==> src/s9wp_pkg.sv <==
// Types, constants and table functions of the Simple-9 word packer.
package s9wp_pkg;

  localparam logic [4:0]  SLOTS          = 5'd28;
  localparam logic [10:0] PAYLOAD_LIMIT  = 11'd28;
  localparam logic [29:0] CAPACITY_RESET = 30'h3FFF_FFFF;

  typedef enum logic [1:0] {
    STATUS_OK        = 2'd0,
    STATUS_TOO_LARGE = 2'd1,
    STATUS_CAPACITY  = 2'd2
  } status_t;

  // Classified integer handed from the front to the back.
  typedef struct packed {
    logic [27:0] value;
    logic [4:0]  width;
    logic        last;
    logic        too_large;
  } item_t;

  // Packing width of an integer that fits in 28 bits.
  function automatic logic [4:0] width_of(input logic [27:0] v);
    logic [4:0] w;
    if (v < 28'd2)          w = 5'd1;
    else if (v < 28'd4)     w = 5'd2;
    else if (v < 28'd8)     w = 5'd3;
    else if (v < 28'd16)    w = 5'd4;
    else if (v < 28'd32)    w = 5'd5;
    else if (v < 28'd128)   w = 5'd7;
    else if (v < 28'd512)   w = 5'd9;
    else if (v < 28'd16384) w = 5'd14;
    else                    w = 5'd28;
    return w;
  endfunction

  // Selector row with the largest count that does not exceed the fitting integers;
  // twenty-seven fitting integers also take the 28-slot row.
  function automatic logic [3:0] row_for_fit(input logic [4:0] fit);
    logic [3:0] r;
    if (fit >= 5'd27)      r = 4'd8;
    else if (fit >= 5'd14) r = 4'd7;
    else if (fit >= 5'd9)  r = 4'd6;
    else if (fit >= 5'd7)  r = 4'd5;
    else if (fit >= 5'd5)  r = 4'd4;
    else if (fit >= 5'd4)  r = 4'd3;
    else if (fit >= 5'd3)  r = 4'd2;
    else if (fit >= 5'd2)  r = 4'd1;
    else                   r = 4'd0;
    return r;
  endfunction

  function automatic logic [4:0] row_count(input logic [3:0] row);
    logic [4:0] n;
    case (row)
      4'd0:    n = 5'd1;
      4'd1:    n = 5'd2;
      4'd2:    n = 5'd3;
      4'd3:    n = 5'd4;
      4'd4:    n = 5'd5;
      4'd5:    n = 5'd7;
      4'd6:    n = 5'd9;
      4'd7:    n = 5'd14;
      4'd8:    n = 5'd28;
      default: n = 5'd1;
    endcase
    return n;
  endfunction

  function automatic logic [4:0] row_bits(input logic [3:0] row);
    logic [4:0] b;
    case (row)
      4'd0:    b = 5'd28;
      4'd1:    b = 5'd14;
      4'd2:    b = 5'd9;
      4'd3:    b = 5'd7;
      4'd4:    b = 5'd5;
      4'd5:    b = 5'd4;
      4'd6:    b = 5'd3;
      4'd7:    b = 5'd2;
      4'd8:    b = 5'd1;
      default: b = 5'd28;
    endcase
    return b;
  endfunction

  // Slot index of a circular 28-entry buffer.
  function automatic logic [4:0] slot_add(input logic [4:0] a, input logic [4:0] b);
    logic [5:0] s;
    s = {1'b0, a} + {1'b0, b};
    if (s >= {1'b0, SLOTS}) s = s - {1'b0, SLOTS};
    return s[4:0];
  endfunction

endpackage

==> src/s9wp_if.sv <==
// Handshake interfaces for the integer input and the code word output.
interface s9wp_in_if;
  logic        valid;
  logic        ready;
  logic [31:0] value;
  logic        list_end;
  modport source (output valid, output value, output list_end, input ready);
  modport sink   (input valid, input value, input list_end, output ready);
endinterface

interface s9wp_out_if;
  logic        valid;
  logic        ready;
  logic [31:0] code_word;
  logic [1:0]  status;
  logic        run_last;
  modport source (output valid, output code_word, output status, output run_last,
                  input ready);
  modport sink   (input valid, input code_word, input status, input run_last,
                  output ready);
endinterface

==> src/simple9_word_packer_top.sv <==
// Top level of the Simple-9 word packer.
//
//   port     dir   handshake      payload
//   items    in    valid/ready    value[31:0], list_end
//   words    out   valid/ready    code_word[31:0], status[1:0], run_last
//   cfg      in    cfg_we         cfg_wdata[29:0] = capacity_words
//
// The front registers and classifies one integer per cycle, while the queue has
// room, into a short queue. The back buffers an integer that completes no word
// directly. A completed word passes a capacity check, a packing step for each
// integer, a rescan of the leftover entries and a release step for the word;
// the 28-entry buffer has a single read port and is read one entry at a time.
// Reset is synchronous and clears the state, pointers, counters and valid flags.
// A stalled output holds the back, and the queue then fills and holds the input.
module simple9_word_packer_top import s9wp_pkg::*; #(
  parameter int QUEUE_DEPTH = 2
) (
  input  logic        clk,
  input  logic        rst,
  s9wp_in_if.sink     items,
  s9wp_out_if.source  words,
  input  logic        cfg_we,
  input  logic [29:0] cfg_wdata
);

  logic [29:0] capacity;
  logic        f_valid;
  item_t       f_item;
  logic        f_ready;
  logic        q_valid;
  item_t       q_item;
  logic        q_pop;

  always_ff @(posedge clk) begin
    if (rst) begin
      capacity <= CAPACITY_RESET;
    end else if (cfg_we) begin
      capacity <= cfg_wdata;
    end
  end

  s9wp_front u_front (
    .clk        (clk),
    .rst        (rst),
    .items      (items),
    .item_valid (f_valid),
    .item       (f_item),
    .item_ready (f_ready)
  );

  s9wp_queue #(.DEPTH(QUEUE_DEPTH)) u_queue (
    .clk        (clk),
    .rst        (rst),
    .push_valid (f_valid),
    .push_item  (f_item),
    .push_ready (f_ready),
    .pop_valid  (q_valid),
    .pop_item   (q_item),
    .pop        (q_pop)
  );

  s9wp_back u_back (
    .clk      (clk),
    .rst      (rst),
    .q_valid  (q_valid),
    .q_item   (q_item),
    .q_pop    (q_pop),
    .capacity (capacity),
    .words    (words)
  );

endmodule

==> src/s9wp_front.sv <==
// Front stage: accepts integers and classifies width and range.
module s9wp_front import s9wp_pkg::*; (
  input  logic          clk,
  input  logic          rst,
  s9wp_in_if.sink       items,
  output logic          item_valid,
  output item_t         item,
  input  logic          item_ready
);

  logic  held;
  item_t held_item;

  assign items.ready = !held || item_ready;
  assign item_valid  = held;
  assign item        = held_item;

  always_ff @(posedge clk) begin
    if (rst) begin
      held <= 1'b0;
    end else begin
      if (items.valid && items.ready) begin
        held                <= 1'b1;
        held_item.value     <= items.value[27:0];
        held_item.width     <= width_of(items.value[27:0]);
        held_item.last      <= items.list_end;
        held_item.too_large <= (items.value[31:28] != 4'd0);
      end else if (item_ready) begin
        held <= 1'b0;
      end
    end
  end

endmodule

==> src/s9wp_queue.sv <==
// Short queue of classified integers between front and back.
module s9wp_queue import s9wp_pkg::*; #(
  parameter int DEPTH = 2
) (
  input  logic  clk,
  input  logic  rst,
  input  logic  push_valid,
  input  item_t push_item,
  output logic  push_ready,
  output logic  pop_valid,
  output item_t pop_item,
  input  logic  pop
);

  localparam int PTR_W = (DEPTH > 1) ? $clog2(DEPTH) : 1;
  localparam int CNT_W = $clog2(DEPTH + 1);

  item_t             slots [DEPTH];
  logic [PTR_W-1:0]  wr_ptr;
  logic [PTR_W-1:0]  rd_ptr;
  logic [CNT_W-1:0]  fill;
  logic              do_push;
  logic              do_pop;

  assign push_ready = (fill != CNT_W'(DEPTH));
  assign pop_valid  = (fill != '0);
  assign pop_item   = slots[rd_ptr];
  assign do_push    = push_valid && push_ready;
  assign do_pop     = pop && pop_valid;

  always_ff @(posedge clk) begin
    if (do_push) slots[wr_ptr] <= push_item;
  end

  always_ff @(posedge clk) begin
    if (rst) begin
      wr_ptr <= '0;
      rd_ptr <= '0;
      fill   <= '0;
    end else begin
      if (do_push) wr_ptr <= (wr_ptr == PTR_W'(DEPTH - 1)) ? '0 : wr_ptr + 1'b1;
      if (do_pop)  rd_ptr <= (rd_ptr == PTR_W'(DEPTH - 1)) ? '0 : rd_ptr + 1'b1;
      if (do_push && !do_pop)      fill <= fill + 1'b1;
      else if (do_pop && !do_push) fill <= fill - 1'b1;
    end
  end

endmodule

==> src/s9wp_back.sv <==
// Back sequencer: buffers integers, picks selector rows and packs words.
module s9wp_back import s9wp_pkg::*; (
  input  logic        clk,
  input  logic        rst,
  input  logic        q_valid,
  input  item_t       q_item,
  output logic        q_pop,
  input  logic [29:0] capacity,
  s9wp_out_if.source  words
);

  typedef enum logic [2:0] {
    ST_IDLE,
    ST_SCAN,
    ST_RESOLVE,
    ST_CAP,
    ST_PACK
  } state_t;

  state_t      state;
  logic [27:0] buf_value [28];
  logic [4:0]  buf_width [28];

  logic [4:0]  head;
  logic [4:0]  count;
  logic [4:0]  scanned;
  logic [4:0]  need;
  logic [4:0]  fit;
  logic [29:0] words_emitted;
  logic        drop;
  logic        last_r;
  logic        another;
  logic        has_word;
  logic [31:0] word_r;
  logic [3:0]  row_r;
  logic [4:0]  pack_i;
  logic [4:0]  pack_n;
  logic [4:0]  pack_b;
  logic [4:0]  pack_off;
  logic [27:0] payload;

  logic        out_valid;
  logic [31:0] out_word;
  status_t     out_status;
  logic        out_last;

  logic        out_free;
  logic        out_load;
  logic [4:0]  need_in;
  logic [5:0]  count_p1;
  logic [10:0] prod_in;
  logic        over_in;
  logic [4:0]  rd_addr;
  logic [4:0]  wr_addr;
  logic [27:0] rd_value;
  logic [4:0]  rd_width;
  logic [4:0]  need_sc;
  logic [10:0] prod_sc;
  logic [27:0] payload_next;
  logic [3:0]  cap_row;
  logic [4:0]  cap_n;
  logic        take_item;

  assign words.valid     = out_valid;
  assign words.code_word = out_word;
  assign words.status    = out_status;
  assign words.run_last  = out_last;

  assign out_free = !out_valid || words.ready;

  // Incoming integer against the running maximum width.
  assign need_in  = (q_item.width > need) ? q_item.width : need;
  assign count_p1 = {1'b0, count} + 6'd1;
  assign prod_in  = {6'd0, need_in} * {5'd0, count_p1};
  assign over_in  = (prod_in > PAYLOAD_LIMIT);

  assign wr_addr  = slot_add(head, count);
  assign rd_addr  = slot_add(head, (state == ST_PACK) ? pack_i : scanned);
  assign rd_value = buf_value[rd_addr];
  assign rd_width = buf_width[rd_addr];

  assign need_sc  = (rd_width > need) ? rd_width : need;
  assign prod_sc  = {6'd0, need_sc} * {6'd0, scanned + 5'd1};

  assign payload_next = payload | (rd_value << pack_off);
  assign cap_row      = row_for_fit(fit);
  // Never pack past the buffered entries.
  assign cap_n        = (row_count(cap_row) > count) ? count : row_count(cap_row);

  always_comb begin
    q_pop = 1'b0;
    if (state == ST_IDLE && q_valid) begin
      if (drop || !q_item.too_large) q_pop = 1'b1;
      else                           q_pop = out_free;
    end
  end

  // A new result enters the output register this cycle.
  always_comb begin
    out_load = 1'b0;
    if (out_free) begin
      if (state == ST_IDLE)         out_load = q_valid && !drop && q_item.too_large;
      else if (state == ST_RESOLVE) out_load = has_word;
      else if (state == ST_CAP)     out_load = (words_emitted >= capacity);
    end
  end

  assign take_item = q_pop && !drop && !q_item.too_large;

  always_ff @(posedge clk) begin
    if (take_item) begin
      buf_value[wr_addr] <= q_item.value;
      buf_width[wr_addr] <= q_item.width;
    end
  end

  always_ff @(posedge clk) begin
    if (rst) begin
      state         <= ST_IDLE;
      head          <= '0;
      count         <= '0;
      scanned       <= '0;
      need          <= '0;
      words_emitted <= '0;
      drop          <= 1'b0;
      has_word      <= 1'b0;
      out_valid     <= 1'b0;
    end else begin
      if (words.ready && !out_load) out_valid <= 1'b0;
      unique case (state)
        ST_IDLE: begin
          if (q_valid) begin
            if (drop) begin
              if (q_item.last) begin
                drop          <= 1'b0;
                count         <= '0;
                scanned       <= '0;
                need          <= '0;
                words_emitted <= '0;
              end
            end else if (q_item.too_large) begin
              if (out_free) begin
                out_valid     <= 1'b1;
                out_word      <= '0;
                out_status    <= STATUS_TOO_LARGE;
                out_last      <= 1'b1;
                count         <= '0;
                scanned       <= '0;
                need          <= '0;
                words_emitted <= '0;
                drop          <= !q_item.last;
              end
            end else begin
              count  <= count_p1[4:0];
              last_r <= q_item.last;
              if (over_in) begin
                // Word is fixed by the entries before this one.
                fit   <= count;
                state <= ST_CAP;
              end else begin
                need    <= need_in;
                scanned <= count_p1[4:0];
                fit     <= count_p1[4:0];
                if (count_p1[4:0] == SLOTS || q_item.last) state <= ST_CAP;
              end
            end
          end
        end
        ST_SCAN: begin
          if (scanned == count) begin
            another <= (count == SLOTS) || (last_r && count != 5'd0);
            fit     <= count;
            state   <= ST_RESOLVE;
          end else if (prod_sc > PAYLOAD_LIMIT) begin
            another <= 1'b1;
            fit     <= scanned;
            state   <= ST_RESOLVE;
          end else begin
            need    <= need_sc;
            scanned <= scanned + 5'd1;
          end
        end
        ST_RESOLVE: begin
          // Release the held word once it is known whether more follow.
          if (!has_word || out_free) begin
            if (has_word) begin
              out_valid  <= 1'b1;
              out_word   <= word_r;
              out_status <= STATUS_OK;
              out_last   <= !another;
            end
            has_word <= 1'b0;
            if (another) begin
              state <= ST_CAP;
            end else begin
              state <= ST_IDLE;
              if (last_r) words_emitted <= '0;
            end
          end
        end
        ST_CAP: begin
          if (words_emitted >= capacity) begin
            if (out_free) begin
              out_valid     <= 1'b1;
              out_word      <= '0;
              out_status    <= STATUS_CAPACITY;
              out_last      <= 1'b1;
              count         <= '0;
              scanned       <= '0;
              need          <= '0;
              words_emitted <= '0;
              drop          <= !last_r;
              state         <= ST_IDLE;
            end
          end else begin
            row_r    <= cap_row;
            pack_n   <= cap_n;
            pack_b   <= row_bits(cap_row);
            pack_i   <= '0;
            pack_off <= '0;
            payload  <= '0;
            state    <= ST_PACK;
          end
        end
        ST_PACK: begin
          payload  <= payload_next;
          pack_off <= pack_off + pack_b;
          pack_i   <= pack_i + 5'd1;
          if (pack_i + 5'd1 == pack_n) begin
            word_r        <= {payload_next, row_r};
            has_word      <= 1'b1;
            head          <= slot_add(head, pack_n);
            count         <= count - pack_n;
            words_emitted <= words_emitted + 30'd1;
            scanned       <= '0;
            need          <= '0;
            state         <= ST_SCAN;
          end
        end
        default: state <= ST_IDLE;
      endcase
    end
  end

endmodule

==> src/flat_wrapper.sv <==
// flat-port wrapper written by rule: the top's interface ports become plain ports
module simple9_word_packer_top_flat import s9wp_pkg::*;
#(
  parameter int QUEUE_DEPTH = 2
)
  (clk, rst, cfg_we, cfg_wdata, items_valid, items_value, items_list_end, items_ready, words_valid, words_code_word, words_status, words_run_last, words_ready);
  s9wp_in_if items_i ();
  s9wp_out_if words_i ();
  input  logic clk;
  input  logic rst;
  input  logic cfg_we;
  input  logic [29:0] cfg_wdata;
  input wire logic [$bits(items_i.valid)-1:0] items_valid;
  input wire logic [$bits(items_i.value)-1:0] items_value;
  input wire logic [$bits(items_i.list_end)-1:0] items_list_end;
  output wire logic [$bits(items_i.ready)-1:0] items_ready;
  output wire logic [$bits(words_i.valid)-1:0] words_valid;
  output wire logic [$bits(words_i.code_word)-1:0] words_code_word;
  output wire logic [$bits(words_i.status)-1:0] words_status;
  output wire logic [$bits(words_i.run_last)-1:0] words_run_last;
  input wire logic [$bits(words_i.ready)-1:0] words_ready;
  assign items_i.valid = items_valid;
  assign items_i.value = items_value;
  assign items_i.list_end = items_list_end;
  assign items_ready = items_i.ready;
  assign words_valid = words_i.valid;
  assign words_code_word = words_i.code_word;
  assign words_status = words_i.status;
  assign words_run_last = words_i.run_last;
  assign words_i.ready = words_ready;
  simple9_word_packer_top #(.QUEUE_DEPTH(QUEUE_DEPTH)) u_core (.clk(clk), .rst(rst), .items(items_i), .words(words_i), .cfg_we(cfg_we), .cfg_wdata(cfg_wdata));
endmodule
==> config.mk <==
export PLATFORM = sky130hd
export DESIGN_NAME = simple9_word_packer_top_flat
export DESIGN_NICKNAME = d
export VERILOG_FILES = /design/src/s9wp_pkg.sv /design/src/s9wp_if.sv /design/src/simple9_word_packer_top.sv /design/src/s9wp_front.sv /design/src/s9wp_queue.sv /design/src/s9wp_back.sv /design/src/flat_wrapper.sv
export SDC_FILE = /design/constraint.sdc
export NUM_CORES = 2
export LEC_CHECK = 0
export BUFFER_PORTS_ARGS = -buffer_cell sky130_fd_sc_hd__buf_4
export CAP_MARGIN = 25
export CORE_MARGIN = 8
export CORE_UTILIZATION = 30
export CTS_CLUSTER_SIZE = 10
export DETAILED_ROUTE_END_ITERATION = 8
export PLACE_DENSITY_LB_ADDON = 0.08
export SYNTH_ARGS = -nofsm -noshare
export SYNTH_HDL_FRONTEND = slang
export SYNTH_SLANG_ARGS = --single-unit
export TNS_END_PERCENT = 30
==> constraint.sdc <==
create_clock -name clk -period 23.2 [get_ports clk]
set_input_delay 2.32 -clock clk [delete_from_list [all_inputs] [get_ports clk]]
set_output_delay 2.32 -clock clk [all_outputs]
set_load 0.02 [all_outputs]
==> After elaboration in Yosys (flattened, before gate mapping) <==
Memories as Yosys holds them, arrays and structs flattened. A register that Yosys moved wholly into a read port is not among the register bits.
Cells that the tools add are included.
{ "word_totals": {"ff_bits": 247, "latch_bits": 0, "mem_bits_rw": 994, "romBits": 240, "word_cells": 331, "n_memories": 6} }
{ "classes": {"n_addsub": 16, "multipliers": 2, "div": 0, "magnitude_cmp": 25, "n_eq_ne": 30, "n_shift": 1, "mux": 150, "bitwise_logic": 5, "reduce_logical": 63} }
{ "memory_table": {"columns": ["name", "words", "width", "rd", "rd_clocked_by_memory_dff", "wr", "line", "source"], "rows": [
  ["u_core.u_back.buf_value", 28, 28, 1, 0, 1, "s9wp_back.sv:21", "logic [27:0] buf_value [28];"],
  ["u_core.u_back.buf_width", 28, 5, 1, 0, 1, "s9wp_back.sv:22", "logic [4:0] buf_width [28];"],
  ["(no name shown)", 16, 5, 1, 1, 0, "s9wp_pkg.sv:72", "case (row)"],
  ["(no name shown)", 16, 5, 1, 0, 0, "s9wp_pkg.sv:55", "case (row)"],
  ["(no name shown)", 16, 5, 1, 0, 0, "s9wp_pkg.sv:55", null],
  ["u_core.u_queue.slots", 2, 35, 1, 1, 1, "s9wp_queue.sv:18", "item_t slots [DEPTH];"]
]} }
{ "ops": {"columns": ["operator", "n"], "rows": [
  ["2-to-1 mux 30 bit", 10],
  ["2-to-1 mux 32 bit", 7],
  ["2-to-1 mux 5 bit", 39],
  ["case mux 30 bit (4 select lines)", 1],
  ["case mux 32 bit (3 select lines)", 1],
  ["case mux 28 bit (2 select lines)", 1],
  ["2-to-1 mux 3 bit", 18],
  ["2-to-1 mux 1 bit", 43],
  ["case mux 5 bit (4 select lines)", 2],
  ["adder 30 x 1 -> 30 bit, second input constant", 1],
  [">= comparator 30 bit", 1],
  ["2-to-1 mux 2 bit", 15],
  ["case mux 5 bit (2 select lines)", 3],
  ["< comparator 28 x 10 -> 1 bit, second input constant", 1],
  ["< comparator 28 x 15 -> 1 bit, second input constant", 1],
  ["< comparator 28 x 2 -> 1 bit, second input constant", 1],
  ["< comparator 28 x 3 -> 1 bit, second input constant", 1],
  ["< comparator 28 x 4 -> 1 bit, second input constant", 1],
  ["< comparator 28 x 5 -> 1 bit, second input constant", 1],
  ["< comparator 28 x 6 -> 1 bit, second input constant", 1],
  ["< comparator 28 x 8 -> 1 bit, second input constant", 1],
  ["2-to-1 mux 28 bit", 1],
  ["bitwise OR 28 bit", 1],
  ["<< shifter 28 x 5 -> 28 bit", 1],
  ["55 further kinds", 139]
]} }

==> Longest topological paths before layout <==
{ "logic_depth": {"word_depth": 13, "depth_mapped": 56, "ltp_nobuf": 44} }

==> Cells and area by module <==
Synthesis repeated with hierarchy kept, for this count alone.
{ "hier_totals": {"hier_cells": 3669, "hier_area_um2": 56182.6} }
{ "modules_own_cells": {"columns": ["module", "n_inst", "cells_per_inst", "area_per_inst_um2"], "rows": [
  ["s9wp_back", 1, 3373, 51111.5],
  ["s9wp_queue", 1, 133, 2738.9],
  ["s9wp_front", 1, 64, 1217.4],
  ["simple9_word_packer_top", 1, 99, 1114.8]
]} }

==> Worst setup path before layout <==
No wires, ideal clock.
{ "synth_path": {"path_type": "flip-flop to flip-flop", "startpoint": "reg u_core.u_back.state[2]", "endpoint": "reg u_core.u_back.need[2]", "setup_time_ns": 0.116, "t_arrival_ns": 10.885, "setup_slack_ns": 12.198, "stages_incl_launch_ff": 54, "n_path_buf": 13, "synth_period_minus_slack_ns": 11.002, "cell_sequence": "dfxtp_1 > clkbuf_1 > inv_1 > nor3_1 > clkbuf_1 > clkbuf_1 > clkbuf_1 > nand2_1 > nand2_1 > ha_1 > fa_1 > xnor2_1 > buf_2 > inv_1 > buf_2 > buf_2 > buf_1 > ha_1 > [... 18 more ...] > inv_1 > nand2_1 > fa_1 > fa_1 > fa_1 > inv_1 > ha_1 > a21o_1 > a21oi_1 > o21bai_1 > a21oi_1 > xnor2_1 > nor2_1 > a31oi_1 > a311oi_2 > nand3_1 > buf_2 > a31o_2"} }
{ "synth_via": {"elab_chain_cells": 12, "word_cells_on_any_way": 26} }
{ "synth_lines": {"columns": ["element", "line", "source"], "rows": [
  ["start, declared", "s9wp_back.sv:20", "state_t state;"],
  ["start signal, assigned", "s9wp_back.sv:119", "state <= ST_IDLE;"],
  ["start signal, assigned", "s9wp_back.sv:159", "state <= ST_CAP;"],
  ["start signal, assigned", "s9wp_back.sv:164", "if (count_p1[4:0] == SLOTS || q_item.last) state <= ST_CAP;"],
  ["== test 3 bit", "s9wp_back.sv:78, s9wp_back.sv:130", null],
  ["2-to-1 mux 5 bit", "s9wp_back.sv:78", "assign rd_addr = slot_add(head, (state == ST_PACK) ? pack_i : scanned);"],
  ["adder 5 x 5 -> 6 bit", "s9wp_pkg.sv:90", "s = {1'b0, a} + {1'b0, b};"],
  ["subtractor 5 bit or >= comparator 6 x 5 -> 1 bit (tied branches)", "s9wp_pkg.sv:91", "if (s >= {1'b0, SLOTS}) s = s - {1'b0, SLOTS};"],
  ["2-to-1 mux 5 bit", "s9wp_pkg.sv:91", null],
  ["memory (28 x 5 bit)", null, null],
  ["> comparator 5 bit", "s9wp_back.sv:82", "assign need_sc = (rd_width > need) ? rd_width : need;"],
  ["2-to-1 mux 5 bit", "s9wp_back.sv:82", null],
  ["multiplier 5 x 5 -> 10 bit", "s9wp_back.sv:83", "assign prod_sc = {6'd0, need_sc} * {6'd0, scanned + 5'd1};"],
  ["> comparator 10 x 5 -> 1 bit", "s9wp_back.sv:174", "end else if (prod_sc > PAYLOAD_LIMIT) begin"],
  ["inequality test 2 bit (no source line)", null, null],
  ["AND reduction 8 bit (no source line)", null, null],
  ["end signal, assigned", "s9wp_back.sv:161", "need <= need_in;"],
  ["end signal, assigned", "s9wp_back.sv:179", "need <= need_sc;"],
  ["end, declared", "s9wp_back.sv:27", "logic [4:0] need;"]
]} }
Several ways; a longest one is shown, not always the timed one. The select of a mux whose other input is x is not followed.
A chain may end at the register's enable or synchronous reset.

==> Worst setup path in the final report <==
{ "layout_path": {"startpoint": "reg u_core.u_back.state[1]", "endpoint": "reg u_core.u_back.scanned[0]"} }
{ "layout_via": {"elab_chain_cells": 12, "word_cells_on_any_way": 24} }
{ "layout_lines": {"columns": ["element", "line", "source"], "rows": [
  ["== test 3 bit", "s9wp_back.sv:78, s9wp_back.sv:130", null],
  ["2-to-1 mux 5 bit", "s9wp_back.sv:78", null],
  ["adder 5 x 5 -> 6 bit", "s9wp_pkg.sv:90", null],
  ["subtractor 5 bit or >= comparator 6 x 5 -> 1 bit (tied branches)", "s9wp_pkg.sv:91", null],
  ["2-to-1 mux 5 bit", "s9wp_pkg.sv:91", null],
  ["memory (28 x 5 bit)", null, null],
  ["> comparator 5 bit", "s9wp_back.sv:82", null],
  ["2-to-1 mux 5 bit", "s9wp_back.sv:82", null],
  ["multiplier 5 x 5 -> 10 bit", "s9wp_back.sv:83", null],
  ["> comparator 10 x 5 -> 1 bit", "s9wp_back.sv:174", null],
  ["inequality test 2 bit (no source line)", null, null],
  ["AND reduction 8 bit (no source line)", null, null],
  ["end signal, assigned", "s9wp_back.sv:162", "scanned <= count_p1[4:0];"],
  ["end signal, assigned", "s9wp_back.sv:180", "scanned <= scanned + 5'd1;"],
  ["end, declared", "s9wp_back.sv:26", "logic [4:0] scanned;"]
]} }
Several ways; a longest one is shown, not always the timed one.

==> out/qor.yml <==
syn_inst: 3673
grt_pass1_vias: 33980
crit_fanout: 42
endpoint: "u_core.u_back.scanned[0]"
drc: 0
grt_pass1_wl_um: 256500
final_core_util_pct: 34.67
clk_pin_slew_ns: 0.06
hold_violations: 0
maxSlewViolCount: 0
cp_slowest_cell: "a21o_1"
synth_edf_count: 1155
syn_area_um2: 56160
worstSetupStartpoint: "u_core.u_back.state[1]"
holdWs_ns: 0.4206
wl_per_cell_um: 27.78
h-tree-depth: 4
rr_worst_depth: 42
maxCapViolations: 0
hold_buffers: 0
area_delta_synth_final_pct: 15.33
numClockSinks: 1247
synth_seq_cells: 1247
hold_path.class: "flop to flop"
root_buffer: "clkbuf_16"
worst_r2r_endpoint: "u_core.u_back.scanned[0]"
firstDrtPassIters: 5
grt_max_degree: 94
cts_inserted_buffers: 153
fin_setup_tns_ns: 0
tritoncts: "done"
dpl.cell_count: 6174
yosys_warnings: 0
avgViaCountPerCell: 5.192
start_util_pct: 30.06
dpl_cell_area_um2: 60210
path_depth: 42
crit_buf_inv: 4
period_share_pct: 53.76
drt_iter0_markers: 2621
synth-main-ff-cell: "edfxtp_1"
max_stage_delay_ns: 0.83
layout.nets: 4050
rsz0062_at_grt: "no"
ys_seq_area_share_pct: 65.03
overflow: 0
fp.dieH_um: 448.7
setup_viol: 0
skew_ns: 0.05397
drive_gt1_share_pct: 20.46
clk_path_buf_depth: 3
ys_types: 99
track_usage_pct: 17.22
status: "completed"
cts_setup_buffers: 0
dieWidth_um: 448.7
critPathCaptureType: "flop"
clkLatencyLatePin_ns: 0.80
mostFrequentLayoutCell: "edfxtp_1"
synthArstFlopShare_pct: 0
antenna_found_initial: 5
r2r_slack_ns: 10.73
cts_resized: 0
ir_worst_vdd_mv: 0.06457
start_kind: "flop"
worstPathArrival_ns: 13.09
cp.required_ns: 23.82
design_area_um2: 64770
placementRows: 159
slew_headroom_pct: 33.04
vias: 33260
synth_nets: 3885
synth_area_per_cell_um2: 15.29
layout_common_cells: "edfxtp_1, nand2_1, mux4_2"
die_area_um2: 201300
path_delay_family: "compound AO/OA/AOI/OAI gates"
drtAntennaViolNets: 0
r2r-start: "u_core.u_back.state[1]"
core_area_um2: 186800
max_freq_mhz: 80.18
pin_count: 105
worstMarginPinSlew_ns: 0.9997
leakagePower_nw: 21.51
fin_cells: 6407
period_minus_slack_ns: 12.47
gp_congestion: 0.7902
power_density_nw_per_um2: 100.1
wl_um: 178000
post-dp-hpwl_um: 111500
critPathKind: "flop to flop"
port_buffers: 104
cell families after synthesis:
family | synth area share (%)
adders and majority gates | 3.556
DFF | 65.03
xor gates and xnor gates | 0.9201
muxes | 12.45
and+or+nand+nor | 6.942
AOI/OAI and AO/OA | 8.457
buffers and inverters | 2.644
registers in the layout, indices dropped and copies added, names as in the netlist, 30 cells and up, named ones only:
name / flops
u_core.u_back.word_r: 32
u_core.u_back.words_emitted: 30
u_core.u_back.buf_value: 784
u_core.capacity: 30
u_core.u_back.buf_width: 140
u_core.u_front.item: 35
u_core.u_queue.slots: 70
u_core.u_back.words.code_word: 32
cells in the mapped netlist (82+ instances only):
master / n / area (µm²)
mux4_2: 238 / 5360
dfxtp_1: 92 / 1842
nor2_1: 190 / 713.2
edfxtp_1: 1155 / 34680
inv_1: 124 / 465.5
clkbuf_1: 111 / 416.7
nand3_1: 82 / 410.4
ha_1: 118 / 1476
and2_1: 85 / 531.8
o21ai_0: 116 / 580.6
a21oi_1: 165 / 825.8
nand2_1: 285 / 1070
final cells by class:
cell class                 instances  area (µm²)
sequential                      1247       36530
multi-input combinational       2097       18490
tap                             2495        3122
clock inverter                    38       513.0
fill                           17840      122000
timing repair buffer             211        1632
antenna                            1       2.502
clock buffer                     190        4009
inverter                         128       480.5
worst min-delay path by stage:
stage | end | cells after the start | startpoint
floorplan | u_core.u_back.word_r[0] | 0 | u_core.u_back.row_r[0]
global placement | u_core.u_back.word_r[0] | 0 | u_core.u_back.row_r[0]
detailed placement | u_core.u_back.word_r[1] | 0 | u_core.u_back.row_r[1]
CTS | u_core.u_back.word_r[2] | 0 | u_core.u_back.row_r[2]
global route | u_core.u_back.word_r[2] | 0 | u_core.u_back.row_r[2]
finish | u_core.u_back.word_r[1] | 0 | u_core.u_back.row_r[1]
per-layer routing:
layer | wire length, µm | part of all wire, % | vias to the layer above | global-route usage, %
li1 | - | - | 14810 | -
met1 | 83730 | 47 | 17330 | 24.60
met2 | 82600 | 46 | 900 | 27.49
met5 | 12 | 0.0067 | - | 0
met4 | 3610 | 2.0 | 2 | 4.064
met3 | 8015 | 4.5 | 228 | 2.879
stage by stage:
| step | worst slack (ns) | power, mW |
|---|---|---|
| finish | 10.73 | 6.481 |
| global route | 9.849 | 6.780 |
| CTS | 10.59 | 6.579 |
| detailed placement | 10.60 | 4.345 |
| global placement | 10.71 | 4.358 |
| floorplan | 12.20 | 3.778 |
power breakdown:
group	internal [mW]	switching, mW	total, mW
Clock	1.25	0.955	2.20
Sequential	2.65	0.0414	2.69
Combinational	0.575	1.01	1.59
worst reg2reg max path: cells and delay by family (launching register included):
kind	cells	cell delay (ns)
buffers and inverters	4	0.84
and+or+nand+nor	13	3.34
xor gates and xnor gates	1	0.08
adders and majority gates	7	2.70
AOI/OAI and AO/OA	17	4.80
DFF	1	0.58
(Power assumes the default switching activity.)
